### config.mk
export PLATFORM = sky130hd
export DESIGN_NAME = easp_head
export DESIGN_NICKNAME = d
export VERILOG_FILES = /design/src/sv/easp_pkg.sv /design/src/sv/easp_head.sv
export SDC_FILE = /design/constraint.sdc
export NUM_CORES = 1
export LEC_CHECK = 0
export CAP_MARGIN = 20
export CORE_MARGIN = 5
export CORE_UTILIZATION = 40
export DETAILED_ROUTE_END_ITERATION = 10
export DONT_BUFFER_PORTS = 1
export SLEW_MARGIN = 0
export SYNTH_ARGS = -nofsm -noshare
export SYNTH_HDL_FRONTEND = slang
export SYNTH_SLANG_ARGS = --single-unit
### constraint.sdc
create_clock -name vclk -period 17.6
set_input_delay 2.64 -clock vclk [all_inputs]
set_output_delay 2.64 -clock vclk [all_outputs]
set_load 0.01 [all_outputs]
### src/sv/easp_pkg.sv
package easp_pkg;

    localparam int EXTENT_SLOTS = 256;
    localparam int SLOT_W       = $clog2(EXTENT_SLOTS);
    localparam int PAGE_W       = 36;
    localparam int LEN_W        = 20;

    typedef struct packed {
        logic [PAGE_W-1:0] start;
        logic [LEN_W-1:0]  len;
    } entry_t;

    typedef enum logic [2:0] {
        ST_IDLE,
        ST_ALLOC,
        ST_ABSORB,
        ST_MERGE,
        ST_FILL,
        ST_RESP
    } state_t;

    // controls from the sequencer to the head of the ring
    typedef struct packed {
        state_t            mode;
        logic [PAGE_W-1:0] rel_start;
        logic [LEN_W-1:0]  count;
        logic [PAGE_W-1:0] rel_end;
        logic [PAGE_W-1:0] top;
        logic              found;
    } head_ctl_t;

    // status from the head back to the sequencer
    typedef struct packed {
        logic   hit;
        entry_t entry;
    } head_sts_t;

endpackage

### src/sv/easp_head.sv
module easp_head (
    input  easp_pkg::entry_t    entry_in,
    input  easp_pkg::head_ctl_t ctl,
    output easp_pkg::head_sts_t sts
);
    import easp_pkg::*;

    logic [PAGE_W-1:0] ent_end;
    logic [LEN_W:0]    len_sum;
    logic [LEN_W-1:0]  len_left;
    logic              nonempty;
    logic              fits;

    assign ent_end  = entry_in.start + PAGE_W'(entry_in.len);
    assign len_sum  = {1'b0, entry_in.len} + {1'b0, ctl.count};
    assign len_left = entry_in.len - ctl.count;
    assign nonempty = (entry_in.len != '0);
    assign fits     = !len_sum[LEN_W];

    // per-entry update for the active pass, first match only
    always_comb begin
        sts.hit   = 1'b0;
        sts.entry = entry_in;
        case (ctl.mode)
            ST_ALLOC: begin
                if (!ctl.found && entry_in.len >= ctl.count) begin
                    sts.hit       = 1'b1;
                    sts.entry.len = len_left;
                    sts.entry.start = (len_left == '0) ? '0
                                    : entry_in.start + PAGE_W'(ctl.count);
                end
            end
            ST_ABSORB: begin
                if (!ctl.found && nonempty && ent_end == ctl.top) begin
                    sts.hit   = 1'b1;
                    sts.entry = '0;
                end
            end
            ST_MERGE: begin
                if (!ctl.found && nonempty && fits) begin
                    if (ent_end == ctl.rel_start) begin
                        sts.hit       = 1'b1;
                        sts.entry.len = len_sum[LEN_W-1:0];
                    end else if (ctl.rel_end == entry_in.start) begin
                        sts.hit         = 1'b1;
                        sts.entry.start = ctl.rel_start;
                        sts.entry.len   = len_sum[LEN_W-1:0];
                    end
                end
            end
            ST_FILL: begin
                if (!ctl.found && !nonempty) begin
                    sts.hit         = 1'b1;
                    sts.entry.start = ctl.rel_start;
                    sts.entry.len   = ctl.count;
                end
            end
            default: begin
                sts.hit = 1'b0;
            end
        endcase
    end

endmodule

==> summary.md <==
| Metric | Value |
|---|---|
| Leak pwr | 3.39 nW |
| Count leader, synth | xnor2_1 |
| Syn Nets | roughly 1600 |
| Netlist cell types | 90 |
| Diodes inserted | 0 |
| FF+latch count | 0 |
| Peak fanout along the critical path | 19 |
| CP Class | input port to output pin |
| Commonest cells post-synth | xnor2_1, a21oi_1, nor2_1, nand2_1, inv_1 |
| Adder-cell share of the synthesized area | about an eighth |
| GR peak layer | met2 |
| FMAX | about 96 MHz |
| Min cycle time layout | approximately 10 ns |
| 1st-iter DRT viols | approximately 1100 |
| CP arrival | approximately 8 ns |
| ANT nets after route | 0 |
| Final Wtd Congestion | between 0.9 and 1 |
| Main combinational cell family by area after synthesis | compound AO/OA/AOI/OAI gates |
| Max-Cap Viols | 0 |
| Worst IR Drop VDD | 0.0000124 V |
| Via count | 10400 |
| Mux contribution to synthesized area | around 1.2% |
| Worst hold margin | around 5.4 ns |
| Total global routing track utilization | a little under a third |
| Worst min path class | input port to output pin |
| Final hold vios | 0 |
| Seq/Total Area, Yosys | 0% |
| Status | finished clean |
| Core area | between 20000 and 25000 sq um |
| Area share of the largest cell type after synthesis | 11.3% |
| Crit path buffers/inverters | 2 |
| Slowest stage cell on the critical path | a41oi_1 |
| PnR worst setup slack | 7.14 ns |
| Setup TNS | 0 ns |
| Vias/cell | slightly below 7 |
| Unrepaired setup endpoints after global routing | no |
| WL per Instance | 27.2 um |
| Top-Level Pins | around 250 |
| Full die area | 25300 sq um |
| Grt met2 use | 52.2% |
| # nets final | 1534 |
| Critical Path RT | 14.96 ns |
| # setup viols final | 0 |
| Initial Util | 40.7% |
| Post-DP HPWL | around 35000 um |
| Max incr delay on CP | ~0.75 ns |
| Residual DRC count | 0 |
| Fill cells | about 2400 |
| Initial antenna violation count | 0 |
| Crit path max-delay family | compound AO/OA/AOI/OAI gates |
| Synth Area in Compound Gates | 35.3% |
| CP Capture Type | output pin |
| GR Overflow Total | 0 |
| Die H | approximately 160 um |
| CP Launch Type | input port |
| # clk buffers | 0 |
| Post-Route WL | 42000 um |
| FF+latch area | 0 sq um |
| Share of layout cells above drive strength 1 | 3.02% |
| Largest net degree at the start of global routing | 38 |
| Setup bufs post-CTS | 0 |
| Power per Cell Area | 34.2 nW/um^2 |
| Max Slew Vio Count | 0 |
| Port Buffers | 0 |
| Slew headroom | a little under a third |
| Crit-path cells | ha_1, a211oi_1, o211ai_1, a41oi_1, nor2_1, a21o_1, a211o_1, or4_1, or4b_4, o311ai_1, a311oi_2, buf_4, and2_0, buf_6, o21ai_0 |
| Vias in the first global route | a little under 10000 |
| Final period utilization | around 59% |
| Cell taking the most area after synthesis | ha_1 |
| Cts hold-fix bufs | 0 |
| XOR/XNOR Fraction of Synth Area | between 10% and 20% |
| Ys Warns | 0 |
| Post-synthesis area per instance | 6.73 sq um |
| Post-Syn Instances | around 1300 |
| Cts repair resizes | 0 |
| Post-placement setup slack | 7.02 ns |
| Synth Cell Area | between 8000 and 9000 sq um |
| First-pass GRT wire length | 61300 um |
| Area delta synth->final | 1.44% |
| Slew @ Worst Pin | approximately 1.0 ns |
| Die Span X | between 150 and 200 um |
| Met1 Use GR | 36.7% |
| Post-Synth Simple-Gate Area | a little over a quarter |
| First-pass DRT Iterations | 5 |
| Cell Rows | 54 |
| Ranking of synthesized cells by area | ha_1, xnor2_1, xor2_1 |
| Met3 Track Usage GR | 6.60% |
cell families (layout without fill, tap and decap cells):
| group | after synthesis | after routing |
|---|---|---|
| xor gates and xnor gates | 172 | 172 |
| AOI/OAI and AO/OA | 449 | 449 |
| adders and majority gates | 84 | 84 |
| buffers and inverters | 154 | 93 |
| muxes | 10 | 10 |
| and+or+nand+nor | 452 | 452 |
power by group:
group	leakage [nW]	switching (W)	internal, W	total [W]
sequential	0	0	0	0
clock	0	0	0	0
combinational	3.39	0.000186	0.000122	0.000308
total	3.39	0.000186	0.000122	0.000308
cell type report:
class              instances  area [sq um]  share of cell area (%)
repair buffers             9          71.3                   0.791
inverters                 84           315                    3.50
well taps                280           350                    3.89
multi-input cells       1167          8280                    91.8
layout by cell type, fill, tap and decap left out, types with 20 or more instances in the layout:
cell type and instances:
xor2_1 61, a22oi_1 23, a211oi_1 20, ha_1 80, a21o_1 27, nand2_1 86
inv_1 84, a21oi_1 88, nor3_1 50, nand3_1 48, nand4_1 36, nor2_1 88
o21ai_0 70, nor4_1 20, xnor2_1 107
metrics by stage:
step	std cells	cell area, sq um	total power (W)	utilization, %
finish	1540	9010	0.000308	41.3
global route	1540	9010	0.000332	41.3
CTS	1539	9000	0.000301	41.3
detailed placement	1539	9000	0.000300	41.3
global placement	1539	9000	0.000300	41.3
floorplan	1321	8890	0.000237	-
per-layer routing:
metal / up-vias / part of all wire, %
met2: 553 / 47
met1: 4875 / 38
met3: 99 / 10
met5: - / 0
li1: 4841 / -
met4: 0 / 4.9
final timing paths:
kind                     start       to  depth (start not counted)
hold / removal    entry_in[53]  sts[53]                          1
setup / recovery  entry_in[13]  sts[33]                         15
(Power assumes the default switching activity.)
