`config.mk`:
```
export PLATFORM = sky130hd
export DESIGN_NAME = easp_cell
export DESIGN_NICKNAME = d
export VERILOG_FILES = /design/src/sv/easp_pkg.sv /design/src/sv/easp_cell.sv
export SDC_FILE = /design/constraint.sdc
export NUM_CORES = 1
export LEC_CHECK = 0
export ABC_AREA = 1
export BUFFER_PORTS_ARGS = -buffer_cell sky130_fd_sc_hd__buf_2
export CORE_ASPECT_RATIO = 0.75
export CORE_MARGIN = 10
export CORE_UTILIZATION = 45
export CTS_CLUSTER_SIZE = 25
export DETAILED_ROUTE_END_ITERATION = 8
export PLACE_DENSITY = 0.79
export SYNTH_ARGS = -nofsm -noshare
export SYNTH_HDL_FRONTEND = slang
export SYNTH_SLANG_ARGS = --single-unit
```
`constraint.sdc`:
```
create_clock -name aclk -period 1.7 [get_ports aclk]
set_clock_uncertainty 0.1 [all_clocks]
set_input_delay 0.17 -clock aclk [delete_from_list [all_inputs] [get_ports aclk]]
set_output_delay 0.17 -clock aclk [all_outputs]
set_load 0.05 [all_outputs]
```
`src/sv/easp_pkg.sv`:
```
package easp_pkg;

    localparam int EXTENT_SLOTS = 256;
    localparam int SLOT_W       = $clog2(EXTENT_SLOTS);
    localparam int PAGE_W       = 36;
    localparam int LEN_W        = 20;

    typedef struct packed {
        logic [PAGE_W-1:0] start;
        logic [LEN_W-1:0]  len;
    } entry_t;

    typedef enum logic [2:0] {
        ST_IDLE,
        ST_ALLOC,
        ST_ABSORB,
        ST_MERGE,
        ST_FILL,
        ST_RESP
    } state_t;

    // controls from the sequencer to the head of the ring
    typedef struct packed {
        state_t            mode;
        logic [PAGE_W-1:0] rel_start;
        logic [LEN_W-1:0]  count;
        logic [PAGE_W-1:0] rel_end;
        logic [PAGE_W-1:0] top;
        logic              found;
    } head_ctl_t;

    // status from the head back to the sequencer
    typedef struct packed {
        logic   hit;
        entry_t entry;
    } head_sts_t;

endpackage

```
`src/sv/easp_cell.sv`:
```
module easp_cell (
    input  logic            aclk,
    input  logic            aresetn,
    input  logic            shift_en,
    input  easp_pkg::entry_t d,
    output easp_pkg::entry_t q
);
    import easp_pkg::*;

    entry_t entry_reg;

    // one slot of the rotating extent ring
    always_ff @(posedge aclk) begin
        if (!aresetn) begin
            entry_reg <= '0;
        end else if (shift_en) begin
            entry_reg <= d;
        end
    end

    assign q = entry_reg;

endmodule

```
==> results_tabular.tex, run 1 <==
\begin{tabular}{lr}
\hline
Metric & Value \\
\hline
\multicolumn{2}{l}{\textbf{Timing}} \\
\quad Crit share post-route & 70.9\% \\
\quad Setup repair after global routing missed its margin & false \\
\quad Hold slack final & 0.0510 ns \\
\quad Fmax & 829 MHz \\
\quad Final critical delay including setup and external delays & 1.21 ns \\
\quad Worst slew margin relative to its limit & 71.2\% \\
\quad TNS Setup & 0 ns \\
\quad Setup slack after layout & 0.494 ns \\
\quad Slew at the pin closest to its max-slew limit & 0.433 ns \\
\quad Setup violators final & 0 \\
\quad Max Slew Vio Count & 0 \\
\quad Total count of hold-check failures in the final report & 0 \\
\multicolumn{2}{l}{\textbf{Drt}} \\
\quad Total length of routed met2 wires & 2.58 mm \\
\quad Number of DRC violations after detailed routing & 0 \\
\quad Routed via count divided by cell count & 4.22 \\
\quad Routed len/inst & 11.0 um \\
\quad Met3 layer wire length in the routed design & 783 um \\
\quad Pre-Repair DR Iteration Count & 4 \\
\quad Number of vias in the routed layout & 2194 \\
\quad Detail Route Antenna Nets & 0 \\
\quad Met1 WL & 2.29 mm \\
\quad DRC violation total after the first TritonRoute iteration & 64 \\
\quad Aggregate routed wire length & 5.70 mm \\
\quad Uppermost signal routing layer after detailed routing & met4 \\
\multicolumn{2}{l}{\textbf{Setup path}} \\
\quad Arrival time of data at the critical path endpoint & 0.94 ns \\
\quad Crit. End Element & primary output \\
\quad Crit path launch type & flop \\
\quad Critical path required time & 1.43 ns \\
\quad Slowest cell on crit path & sky130\_fd\_sc\_hd\_\_dfxtp\_1 \\
\quad CP delay by family, top & flip-flops \\
\quad Largest incremental delay on the critical path & 0.36 ns \\
\quad Number of buffers and inverters on the critical path & 1 \\
\quad Critical path start-end classification & reg2out \\
\quad Critical Path, Cell by Cell & buf\_2 \\
\quad Crit Path Max Fanout & 2 \\
\multicolumn{2}{l}{\textbf{Cells and area}} \\
\quad Antenna cells & 0 \\
\quad Max FFs per register & 56 \\
\quad Area occupied by multi-input gates & 841 um2 \\
\quad Post-layout nets & 518 \\
\quad Share of post-route cells with drive strength above 1 & 26.5\% \\
\quad Fillers & 491 \\
\quad Area growth from synthesis to layout & 30.3\% \\
\quad Area taken by flip-flops and latches & 0.00112 mm2 \\
\multicolumn{2}{l}{\textbf{Floorplan}} \\
\quad Core ar. & 0.00487 mm2 \\
\quad Initial Util & 46.5\% \\
\quad Die Ht & 81.4 um \\
\quad Die Wd & 102 um \\
\quad DIE AREA & 0.00830 mm2 \\
\quad Top-level port count & 115 \\
\quad Cell Rows & 22 \\
\multicolumn{2}{l}{\textbf{CTS}} \\
\quad Buffers from clock root to sink, at most & 2 \\
\quad Clock tree from TritonCTS & built \\
\quad Latest clock arrival within the worst-skew pair & 0.30 ns \\
\quad Clock slew seen by the registers of the worst setup and hold paths & 0.09 ns \\
\quad TritonCTS buffer count & 5 \\
\quad CTS Root Cell & sky130\_fd\_sc\_hd\_\_clkbuf\_8 \\
\quad Post-cts gate resize count & 0 \\
\quad Level count of the clock H-tree & 2 \\
\quad Number of buffers inserted by hold repair at cts & 0 \\
\quad Buffer count from post-CTS setup fixing & 0 \\
\quad Sink Count & 56 \\
\multicolumn{2}{l}{\textbf{Synth}} \\
\quad Register bit count reported by yosys & 56 \\
\quad Mean instance size in the synthesized netlist & 6.39 um2 \\
\quad Yosys warning count & 0 \\
\quad Adder-cell share of the synthesized area & 0\% \\
\quad Synthesized-area fraction occupied by xor and xnor cells & 0\% \\
\quad Number of standard cells after synthesis & 354 \\
\quad Register area share after synthesis & 49.5\% \\
\quad Simple-gate share of the synthesized area & 37.1\% \\
\quad Area of the mapped netlist & 0.00226 mm2 \\
\quad Distinct cells, synth & 7 \\
\quad Syn nets & 413 \\
\quad Main combinational cell family by area after synthesis & simple AND/OR/NAND/NOR gates \\
\quad Mux contribution to synthesized area & 0\% \\
\quad Compound-cell area share of the yosys netlist & 0\% \\
\multicolumn{2}{l}{\textbf{Placement}} \\
\quad Half-perimeter wire length of the detailed placement result & 4.28 mm \\
\quad Pre-CTS setup slack & 0.616 ns \\
\quad Buffers on Ports & 114 \\
\quad Placer congestion estimate & 0.712 \\
\multicolumn{2}{l}{\textbf{GRT}} \\
\quad First-pass GRT wire length & 9.09 mm \\
\quad Vias in the first global route & 2063 \\
\quad Total congestion overflow after global routing & 0 \\
\quad Global Route Usage Sum & 13.4\% \\
\quad Pin count of the biggest net entering global routing & 113 \\
\quad Antenna violations before repair & 0 \\
\multicolumn{2}{l}{\textbf{Job}} \\
\quad Max-capacitance violation count & 0 \\
\multicolumn{2}{l}{\textbf{Pwr}} \\
\quad Static power due to leakage & 1.85 nW \\
\quad Tot Pwr & 0.00289 W \\
\quad Worst VDD drop & 0.389 mV \\
\quad Power density of the placed cells & 978 mW/mm2 \\
\multicolumn{2}{l}{\textbf{Worst hold path}} \\
\quad Worst min path class & in2reg \\
\multicolumn{2}{l}{\textbf{Status}} \\
\quad Run status & finished clean \\
\hline
\end{tabular}
-- cell usage in the layout, fill, tap and decap left out, drive strengths merged --
cell type / instances
dfxtp: 56
nand2: 112
nor2: 112
buf: 116
clkbuf: 8
inv: 56
-- per-stage QoR --
step                      cells  util (%)  cell area (um2)
after floorplan             354         -             2260
after global placement      512      58.7             2860
after detailed placement    512      58.7             2860
after CTS                   520      60.6             2950
after global routing        520      60.6             2950
final                       520      60.6             2950
-- power by group --
group / internal (W) / switching (W)
Combinational: 0.000195 / 0.000525
Sequential: 0.00140 / 0.0000437
Clock: 0.000333 / 0.000387
-- synth_stat cells --
| cell | count | area [um2] |
|---|---|---|
| sky130_fd_sc_hd__inv_1 | 56 | 210 |
| sky130_fd_sc_hd__clkbuf_1 | 1 | 3.75 |
| sky130_fd_sc_hd__nand2_1 | 112 | 420 |
| sky130_fd_sc_hd__nor2_1 | 112 | 420 |
| sky130_fd_sc_hd__buf_2 | 16 | 80.1 |
| sky130_fd_sc_hd__dfxtp_1 | 56 | 1120 |
| sky130_fd_sc_hd__buf_4 | 1 | 7.51 |
-- worst min-delay path, cell delays in order --
cell and delay [ns]:
sky130_fd_sc_hd__buf_2 0.07, sky130_fd_sc_hd__inv_1 0.03, sky130_fd_sc_hd__nand2_1 0.04, sky130_fd_sc_hd__nand2_1 0.04
sky130_fd_sc_hd__nor2_1 0.06
-- layer usage --
| layer | track usage [%] | vias to the layer above |
|---|---|---|
| met1 | 14.1 | 914 |
| li1 | - | 1201 |
| met2 | 22.7 | 74 |
| met4 | 3.79 | 0 |
| met5 | 0 | - |
| met3 | 7.47 | 5 |
-- logic make-up after synthesis --
group                  count (synthesis)
flip-flops                            56
AND/OR/NAND/NOR                      224
buffers and inverters                 74
-- final cells by class --
cell class | count | area share [%]
Sequential cell | 56 | 38.0
Multi-Input combinational cell | 224 | 28.5
Timing Repair Buffer | 116 | 20.8
Inverter | 56 | 7.12
Clock buffer | 8 | 3.05
Tap cell | 60 | 2.54
-- final timing paths --
| path | from | cells after the start | endpoint | slack, ns |
|---|---|---|---|---|
| worst min register to register | q[24]$_SDFFE_PN0P_ | 2 | q[24]$_SDFFE_PN0P_ | 0.37 |
| worst max register to register | q[2]$_SDFFE_PN0P_ | 2 | q[2]$_SDFFE_PN0P_ | 1.01 |
| worst max-delay path | q[43]$_SDFFE_PN0P_ | 1 | q[43] | 0.49 |
| worst min-delay path | d[1] | 5 | q[1]$_SDFFE_PN0P_ | 0.05 |
Note: power is estimated with default switching activity, not from simulation.
==> run 2, diff against run 1 <==
- CORE_UTILIZATION: 45 -> 41
- PLACE_DENSITY: 0.79 -> 0.76
- clock period: 1.7 -> 1 ns (I/O delays scaled with it)
==> run 2 against run 1 <==
Compared with the run above: the flow now finishes with violations (setup timing); routed wire length up 52%; power up 100%; worst hold slack better by 0.11 ns; non-clock buffer count up 68; critical path depth stayed put; design area up 46%; largest cell class is now buffers; largest power group unchanged.
==> results_tabular.tex, run 2 (synthesis results as in run 1) <==
\begin{tabular}{lr}
\hline
Metric & Value \\
\hline
\multicolumn{2}{l}{\textbf{Placement}} \\
\quad Half-perimeter wire length of the detailed placement result & 4.44 mm (+3.7\%) \\
\quad Buffers on Ports & 114 (unchanged) \\
\quad Placer congestion estimate & 0.717 (+0.73\%) \\
\quad Total instance count after detailed placement & 529 (+3.3\%) \\
\multicolumn{2}{l}{\textbf{GRT}} \\
\quad Vias in the first global route & 2674 (+30\%) \\
\quad First-pass GRT wire length & 13.2 mm (+46\%) \\
\quad Pin count of the biggest net entering global routing & 57 (-50\%) \\
\quad Antenna violations before repair & 2 (+2) \\
\quad Global Route Usage Sum & 18.1\% (+4.8 points) \\
\quad Total congestion overflow after global routing & 0 (unchanged) \\
\multicolumn{2}{l}{\textbf{Cells and area}} \\
\quad Utilization after layout & 80.3\% (+20 points) \\
\quad Post-layout nets & 586 (+13\%) \\
\quad Area occupied by multi-input gates & 841 um2 (unchanged) \\
\quad Max FFs per register & 56 (unchanged) \\
\quad Fillers & 359 (-27\%) \\
\quad Most used cells in the layout excluding fill and tap cells & sky130\_fd\_sc\_hd\_\_nor2\_1, sky130\_fd\_sc\_hd\_\_nand2\_1, sky130\_fd\_sc\_hd\_\_buf\_2 \\
\quad Fin cells & 605 (+16\%) \\
\quad Area taken by flip-flops and latches & 0.00119 mm2 (+6.2\%) \\
\quad Share of post-route cells with drive strength above 1 & 36.2\% (+9.7 points) \\
\quad Area growth from synthesis to layout & 89.9\% \\
\multicolumn{2}{l}{\textbf{CTS}} \\
\quad CTS Root Cell & sky130\_fd\_sc\_hd\_\_clkbuf\_8 \\
\quad Level count of the clock H-tree & 2 (unchanged) \\
\quad Latest clock arrival within the worst-skew pair & 0.30 ns (about the same) \\
\quad Clock tree from TritonCTS & built \\
\quad Clock slew seen by the registers of the worst setup and hold paths & 0.09 ns (about the same) \\
\quad Buffers from clock root to sink, at most & 2 (unchanged) \\
\quad Sink Count & 56 (unchanged) \\
\quad TritonCTS buffer count & 5 (unchanged) \\
\multicolumn{2}{l}{\textbf{Timing}} \\
\quad Crit share post-route & 104\% \\
\quad Setup slack after layout & -0.0352 ns (-0.529 ns) \\
\quad Setup repair after global routing missed its margin & true \\
\quad Total count of hold-check failures in the final report & 0 (unchanged) \\
\quad Worst slew margin relative to its limit & 83.8\% (+13 points) \\
\quad Setup violators final & 31 (+31) \\
\quad TNS Setup & -0.338 ns (-0.338 ns) \\
\quad Max Slew Vio Count & 0 (unchanged) \\
\quad Fmax & 966 MHz \\
\quad Final critical delay including setup and external delays & 1.04 ns \\
\quad Slew at the pin closest to its max-slew limit & 0.243 ns (-0.190 ns) \\
\quad Hold slack final & 0.158 ns (+0.107 ns) \\
\multicolumn{2}{l}{\textbf{Pwr}} \\
\quad Tot Pwr & 0.00581 W (+100\%) \\
\quad Static power due to leakage & 2.31 nW (+25\%) \\
\quad Power density of the placed cells & 1350 mW/mm2 (+38\%) \\
\quad Worst VDD drop & 1.10 mV (+180\%) \\
\multicolumn{2}{l}{\textbf{Worst hold path}} \\
\quad Worst Hold Path EP & q[9]\$\_SDFFE\_PN0P\_ \\
\quad Start point of the worst min-delay path & aresetn \\
\quad Cells on Worst Hold Path & 4 (-1) \\
\quad Worst min path class & in2reg \\
\multicolumn{2}{l}{\textbf{Drt}} \\
\quad Number of vias in the routed layout & 2617 (+19\%) \\
\quad Pre-Repair DR Iteration Count & 4 (unchanged) \\
\quad Routed via count divided by cell count & 4.33 (+2.5\%) \\
\quad Detail Route Antenna Nets & 0 (unchanged) \\
\quad Number of DRC violations after detailed routing & 0 (unchanged) \\
\quad Aggregate routed wire length & 8.64 mm (+52\%) \\
\quad Routed len/inst & 14.3 um (+30\%) \\
\quad DRC violation total after the first TritonRoute iteration & 74 (+16\%) \\
\multicolumn{2}{l}{\textbf{Floorplan}} \\
\quad Die Wd & 106 um (+3.8\%) \\
\quad Core ar. & 0.00535 mm2 (+9.9\%) \\
\quad Initial Util & 42.3\% (-4.2 points) \\
\quad Cell Rows & 23 (+4.5\%) \\
\quad Die Ht & 84.3 um (+3.6\%) \\
\quad DIE AREA & 0.00892 mm2 (+7.6\%) \\
\quad Top-level port count & 115 (unchanged) \\
\multicolumn{2}{l}{\textbf{Setup path}} \\
\quad Number of cells traversed by the worst register-to-register path & 4 (+2) \\
\quad Launch point of the worst reg-to-reg path & q[42]\$\_SDFFE\_PN0P\_ \\
\quad Critical Path, Cell by Cell & buf\_8 \\
\quad Slowest cell on crit path & sky130\_fd\_sc\_hd\_\_dfxtp\_2 \\
\quad Critical path required time & 0.80 ns (-0.63 ns) \\
\quad Crit path launch type & flop \\
\quad Critical path start-end classification & reg2out \\
\quad Largest incremental delay on the critical path & 0.38 ns (+0.02 ns) \\
\quad Arrival time of data at the critical path endpoint & 0.84 ns (-0.10 ns) \\
\quad CP delay by family, top & flip-flops \\
\quad Register-to-register setup slack & 0.08 ns (-0.93 ns) \\
\quad Crit Path Max Fanout & 2 (unchanged) \\
\quad Number of buffers and inverters on the critical path & 1 (unchanged) \\
\quad Critical Path Start & q[36]\$\_SDFFE\_PN0P\_ \\
\quad Crit. End Element & primary output \\
\quad Crit Reg-Reg Endpoint & q[42]\$\_SDFFE\_PN0P\_ \\
\multicolumn{2}{l}{\textbf{Status}} \\
\quad Run status & finished, violations left \\
\quad Failing checks & setup timing \\
\multicolumn{2}{l}{\textbf{Job}} \\
\quad Max-capacitance violation count & 0 (unchanged) \\
\hline
\end{tabular}
==> run 2: worst reg2reg max path, cell delays in order, from the launching register on <==
cell,delay (ns)
sky130_fd_sc_hd__dfxtp_2,0.34
sky130_fd_sc_hd__buf_4,0.13
sky130_fd_sc_hd__buf_4,0.12
sky130_fd_sc_hd__nor2_1,0.07
sky130_fd_sc_hd__nor2_1,0.06
==> run 2: worst max path at each step <==
stage | to | slack (ns) | cells after the start
global route | q[44] | -0.06 | 1
detailed placement | q[36]$_SDFFE_PN0P_ | 0.16 | 5
finish | q[36] | -0.04 | 1
floorplan | q[53]$_SDFFE_PN0P_ | 0.04 | 2
CTS | q[54] | -0.03 | 1
global placement | q[51]$_SDFFE_PN0P_ | 0.17 | 5
==> run 2: metal layers <==
layer  vias to the layer above  GRT usage [%]  wire length (um)
met5                         -              0                 0
met4                         0           6.01               187
met3                        16           6.49               646
met2                        99           34.9              4560
met1                      1159           17.4              3250
li1                       1343              -                 -
==> run 2: repair_timing <==
action | 4_1_cts | 5_1_grt
buffers inserted | 1 | 9
hold buffers | 56 | 0
resized for setup | 224 | 0
hold endpoints to repair | 56 | 0
endpoints found under the setup margin | 56 | 56
==> run 2: layout make-up <==
type                            instances  share of cell area (%)
Clock inverter                          2                   0.815
Sequential cell                        56                    27.7
Inverter                               56                    4.89
Antenna cell                            2                   0.116
Tap cell                               75                    2.18
Clock buffer                            6                    1.69
Timing Repair Buffer                  184                    43.0
Multi-Input combinational cell        224                    19.6
==> run 2: per-stage QoR <==
stage | setup slack (ns) | area [um2]
global placement | 0.173 | 2920
floorplan | 0.0418 | 2260
CTS | -0.0289 | 4230
detailed placement | 0.157 | 2920
finish | -0.0352 | 4300
global route | -0.0642 | 4300
==> run 2: power by group <==
group / leakage (nW) / switching (W) / total, W / internal, W
registers: 0.482 / 0.000148 / 0.00257 / 0.00242
clock network: 0.0552 / 0.000687 / 0.00143 / 0.000744
logic: 1.78 / 0.000994 / 0.00181 / 0.000821
